**src/sbd_pkg.sv**
```systemverilog
// Shared types and constants of the sharer bitmap directory.
package sbd_pkg;

    localparam int ADDR_W = 64;
    localparam int VEC_W = 64;
    localparam int NODE_W = 6;
    localparam int NCNT_W = 7;
    localparam int LCNT_W = 17;
    localparam int SHIFT_W = 4;
    localparam int LIDX_W = 32;
    localparam int ACT_W = 3;
    localparam int STAT_W = 3;
    localparam int LINES_W = 21;
    localparam int CFG_IDX_W = 2;
    localparam int CFG_DATA_W = 64;
    localparam int IN_DATA_W = 168;
    localparam int OUT_DATA_W = 136;

    localparam logic [ACT_W-1:0] ACT_READ = 3'd0;
    localparam logic [ACT_W-1:0] ACT_WRITE = 3'd1;
    localparam logic [ACT_W-1:0] ACT_TEST = 3'd2;
    localparam logic [ACT_W-1:0] ACT_UPDATE = 3'd3;
    localparam logic [ACT_W-1:0] ACT_ADDRESS = 3'd4;

    localparam logic [STAT_W-1:0] ST_OK = 3'd0;
    localparam logic [STAT_W-1:0] ST_BAD_ADDRESS = 3'd1;
    localparam logic [STAT_W-1:0] ST_BAD_NODE = 3'd2;
    localparam logic [STAT_W-1:0] ST_BAD_MASK = 3'd3;
    localparam logic [STAT_W-1:0] ST_BAD_INDEX = 3'd4;

    localparam logic [CFG_IDX_W-1:0] CFG_BASE = 2'd0;
    localparam logic [CFG_IDX_W-1:0] CFG_LINES = 2'd1;
    localparam logic [CFG_IDX_W-1:0] CFG_SHIFT = 2'd2;
    localparam logic [CFG_IDX_W-1:0] CFG_NODES = 2'd3;

    typedef struct packed {
        logic clear;
        logic accept;
        logic check;
        logic locate;
        logic load;
    } dir_cmd_t;

    typedef struct packed {
        logic clear_last;
        logic out_free;
    } dir_sts_t;

endpackage

```
**src/sbd_ctrl.sv**
```systemverilog
// Sequencing state machine of the sharer bitmap directory.
module sbd_ctrl (
    input  logic              clk,
    input  logic              rst_n,
    input  logic              s_tvalid,
    output logic              s_tready,
    input  sbd_pkg::dir_sts_t sts,
    output sbd_pkg::dir_cmd_t cmd
);
    import sbd_pkg::*;

    typedef enum logic [5:0] {
        S_CLEAR  = 6'b000001,
        S_IDLE   = 6'b000010,
        S_CHECK  = 6'b000100,
        S_LOCATE = 6'b001000,
        S_READ   = 6'b010000,
        S_LOAD   = 6'b100000
    } state_t;

    state_t state_reg;
    state_t state_next;

    always_ff @(posedge clk or negedge rst_n)
    begin
        if (!rst_n)
        begin
            state_reg <= S_CLEAR;
        end
        else
        begin
            state_reg <= state_next;
        end
    end

    always_comb
    begin
        state_next = state_reg;
        cmd = '0;
        s_tready = 1'b0;
        unique case (state_reg)
            S_CLEAR:
            begin
                cmd.clear = 1'b1;
                if (sts.clear_last)
                begin
                    state_next = S_IDLE;
                end
            end
            S_IDLE:
            begin
                s_tready = 1'b1;
                if (s_tvalid)
                begin
                    cmd.accept = 1'b1;
                    state_next = S_CHECK;
                end
            end
            S_CHECK:
            begin
                cmd.check = 1'b1;
                state_next = S_LOCATE;
            end
            S_LOCATE:
            begin
                cmd.locate = 1'b1;
                state_next = S_READ;
            end
            S_READ:
            begin
                state_next = S_LOAD;
            end
            S_LOAD:
            begin
                if (sts.out_free)
                begin
                    cmd.load = 1'b1;
                    state_next = S_IDLE;
                end
            end
            default:
            begin
                state_next = S_CLEAR;
            end
        endcase
    end

endmodule

```
**config.mk**
```make
export PLATFORM = sky130hd
export DESIGN_NAME = sbd_ctrl
export DESIGN_NICKNAME = d
export VERILOG_FILES = /design/src/sbd_pkg.sv /design/src/sbd_ctrl.sv
export SDC_FILE = /design/constraint.sdc
export NUM_CORES = 1
export LEC_CHECK = 0
export ABC_AREA = 1
export CAP_MARGIN = 20
export CORE_AREA = 2 2 39 41
export DETAILED_ROUTE_END_ITERATION = 8
export DIE_AREA = 0 0 41 43
export DONT_BUFFER_PORTS = 1
export GPL_TIMING_DRIVEN = 0
export PLACE_DENSITY = 0.38
export SYNTH_ARGS = -nofsm -noshare
export SYNTH_HDL_FRONTEND = slang
export SYNTH_SLANG_ARGS = --single-unit
```
**constraint.sdc**
```tcl
create_clock -name clk -period 2.1 [get_ports clk]
set_input_delay 0.63 -clock clk [delete_from_list [all_inputs] [get_ports clk]]
set_output_delay 0.63 -clock clk [all_outputs]
set_load 0.01 [all_outputs]
```
==> impl_metrics.yaml <==
drt:
  drt_first_pass_iters: 4
  post_drt_wl_per_cell_um: 9.85
  vias: 300
  via_per_inst: 4.23
  drc: 0
  wl_um: 699
  ant_nets: 0
  drt-initial-drc-count: 5
clocking:
  cts_tree: "yes"
  cts_resized: 0
  clk_path_buf_depth: 2
  clock_sinks: 6
  numCtsBuffers: 3
  postCtsSetupRepairBufs: 0
  hold_buffers: 0
  htreeDepth: 1
  ctsRootBufferMaster: "clkbuf_4"
  clkTransAtPathRegs_ns: 0.05
  clock_latency_ns: 0.25
final_layout:
  final_nets: 61
  largest_reg_flops: 6
  drive_above_1_share: 0.291
  num_antenna_cells: 0
  synthToLayoutAreaGrowth_pct: 12.2
  fillCellCount: 163
  fin_area_um2: 427
  final_cells: 71
placed_design:
  placed_cells: 67
  hpwl_um: 563
  post_dp_cell_area_um2: 400
  globalplace.congestion: 0.707
  port_buffers: 0
synth:
  netlist.top_cell.by_area: "dfrtp_1"
  synthCells: 51
  ys_seq_area_frac: 0.398
  syn-num-nets: 56
  ys_warn_count: 0
  syn_avg_cell_area_um2: 7.46
  yosys-top-cells-area: "dfrtp_1, inv_1, nand2_1"
  netlist.area_leader.share: 0.329
  synthDistinctLibCells: 15
  syn_area_um2: 380
  ys_ff_latch: 6
die:
  coreArea_mm2: 0.00138
  rows: 14
  start_util: 0.275
  die-width_um: 41
  floorplan.die_area_mm2: 0.00176
  io_pins: 11
  die_h_um: 43
sta:
  maxSlewViolCount: 0
  hold_viol: 0
  max_slew.worst_pin.slew_ns: 0.208
  relSlewSlack: 0.861
  fin_skew_ns: 0.00388
  period_minus_slack_ns: 1.82
  rsz0062_at_grt: "false"
  timing.fmax_mhz: 549
  finalCritPeriodShare: 0.868
  setup_viol: 0
  fin_tns_setup_ns: 0
  hold_slack_ns: 0.0735
global_route:
  antenna_found_initial: 0
  globalRouteTotalUtil: 0.101
  grt_pass1_wl_um: 1120
  grt_pass1_vias: 266
  grt_max_degree: 7
  grt_overflow_total: 0
pwr:
  powerDensity_mw_per_mm2: 1150
  leakage_uw: 0.000218
  irDropWorstVdd_mv: 0.349
worst_setup_path:
  crit_path_end_kind: "output pin"
  cp.required_ns: 1.47
  slowest_stage: "dfrtp_1"
  crit_path_cell_trace: "nor2_4, nand3_1, nor2_1"
  crit_type: "register to output pin"
  crit_fanout: 6
  worst_ep_arrival_time_ns: 1.19
  cpLargestDelayFamily: "simple AND/OR/NAND/NOR gates"
  cp_num_buf_inv: 0
  r2r_slack_ns: 1.00
  critPathLaunchType: "register"
  slowest_delay_ns: 0.41
status:
  outcome: "complete, no violations"
min_path:
  holdCritPathClass: "input pin to asynchronous set/reset pin"
flow_run:
  drv_cap: 0
## cells in the final DEF (no fill, tap or decap), drive strengths merged, types with 2 or more instances in the layout
cell	instances
a21oi	2
clkbuf	4
dfrtp	5
inv	11
nand2	10
nand3	4
nand4	2
nor2	14
## layout make-up
cell class | instances | area (µm²) | area share
clock buffers | 4 | 26.3 | 0.0616
inverters | 12 | 46.3 | 0.109
multi-input cells | 33 | 183 | 0.428
flip-flops and latches | 6 | 151 | 0.355
well taps | 16 | 20.0 | 0.0469
## cells by family after synthesis
family                 Yosys count  share of synthesized area
AND/OR/NAND/NOR                 31                      0.434
AO/OA/AOI/OAI                    2                     0.0461
flip-flops                       6                      0.398
buffers and inverters           12                      0.122
## cells in the mapped netlist
library cell	n
a21oi_2	2
clkinv_2	1
dfrtp_1	5
dfstp_2	1
inv_1	9
inv_2	2
nand2_1	9
nand2_2	1
nand3_1	3
nand3_4	1
nand4_1	2
nor2_1	9
nor2_2	3
nor2_4	2
nor3_1	1
## report_power, final
group / internal (µW) / switching, µW
clock network: 72.3 / 46.1
registers: 148 / 24.5
logic: 63.7 / 136
## metal layers
metal / track usage / vias up / wire length (µm)
li1: - / 160 / -
met1: 0.138 / 131 / 325
met2: 0.125 / 7 / 337
met3: 0.0314 / 2 / 29
met4: 0.0800 / 0 / 6
met5: 0 / - / 0
## per-stage QoR
stage	total power, µW	setup WS [ns]	util
global placement	380	0.544	0.289
finish	490	0.278	0.308
floorplan	345	0.612	-
global route	543	0.172	0.308
CTS	505	0.251	0.308
detailed placement	379	0.526	0.289
## worst reg2reg max path, stage by stage (launching register included)
cell	delay (ns)
dfstp_2	0.55
inv_1	0.04
nor2_1	0.11
nand4_1	0.12
nand2_1	0.13
nor3_1	0.05
## path summary, 6_finish.rpt
path | from | endpoint | depth (start not counted)
worst max-delay path | state_reg[2] | cmd[0] | 3
worst min-delay path | rst_n | state_reg[3] | 0
worst max register to register | state_reg[0] | state_reg[2] | 5
worst min register to register | state_reg[1] | state_reg[0] | 3
max in group asynchronous | rst_n | state_reg[0] | 0
min in group clk | s_tvalid | state_reg[2] | 2
Power figures use the tool's default switching activity.
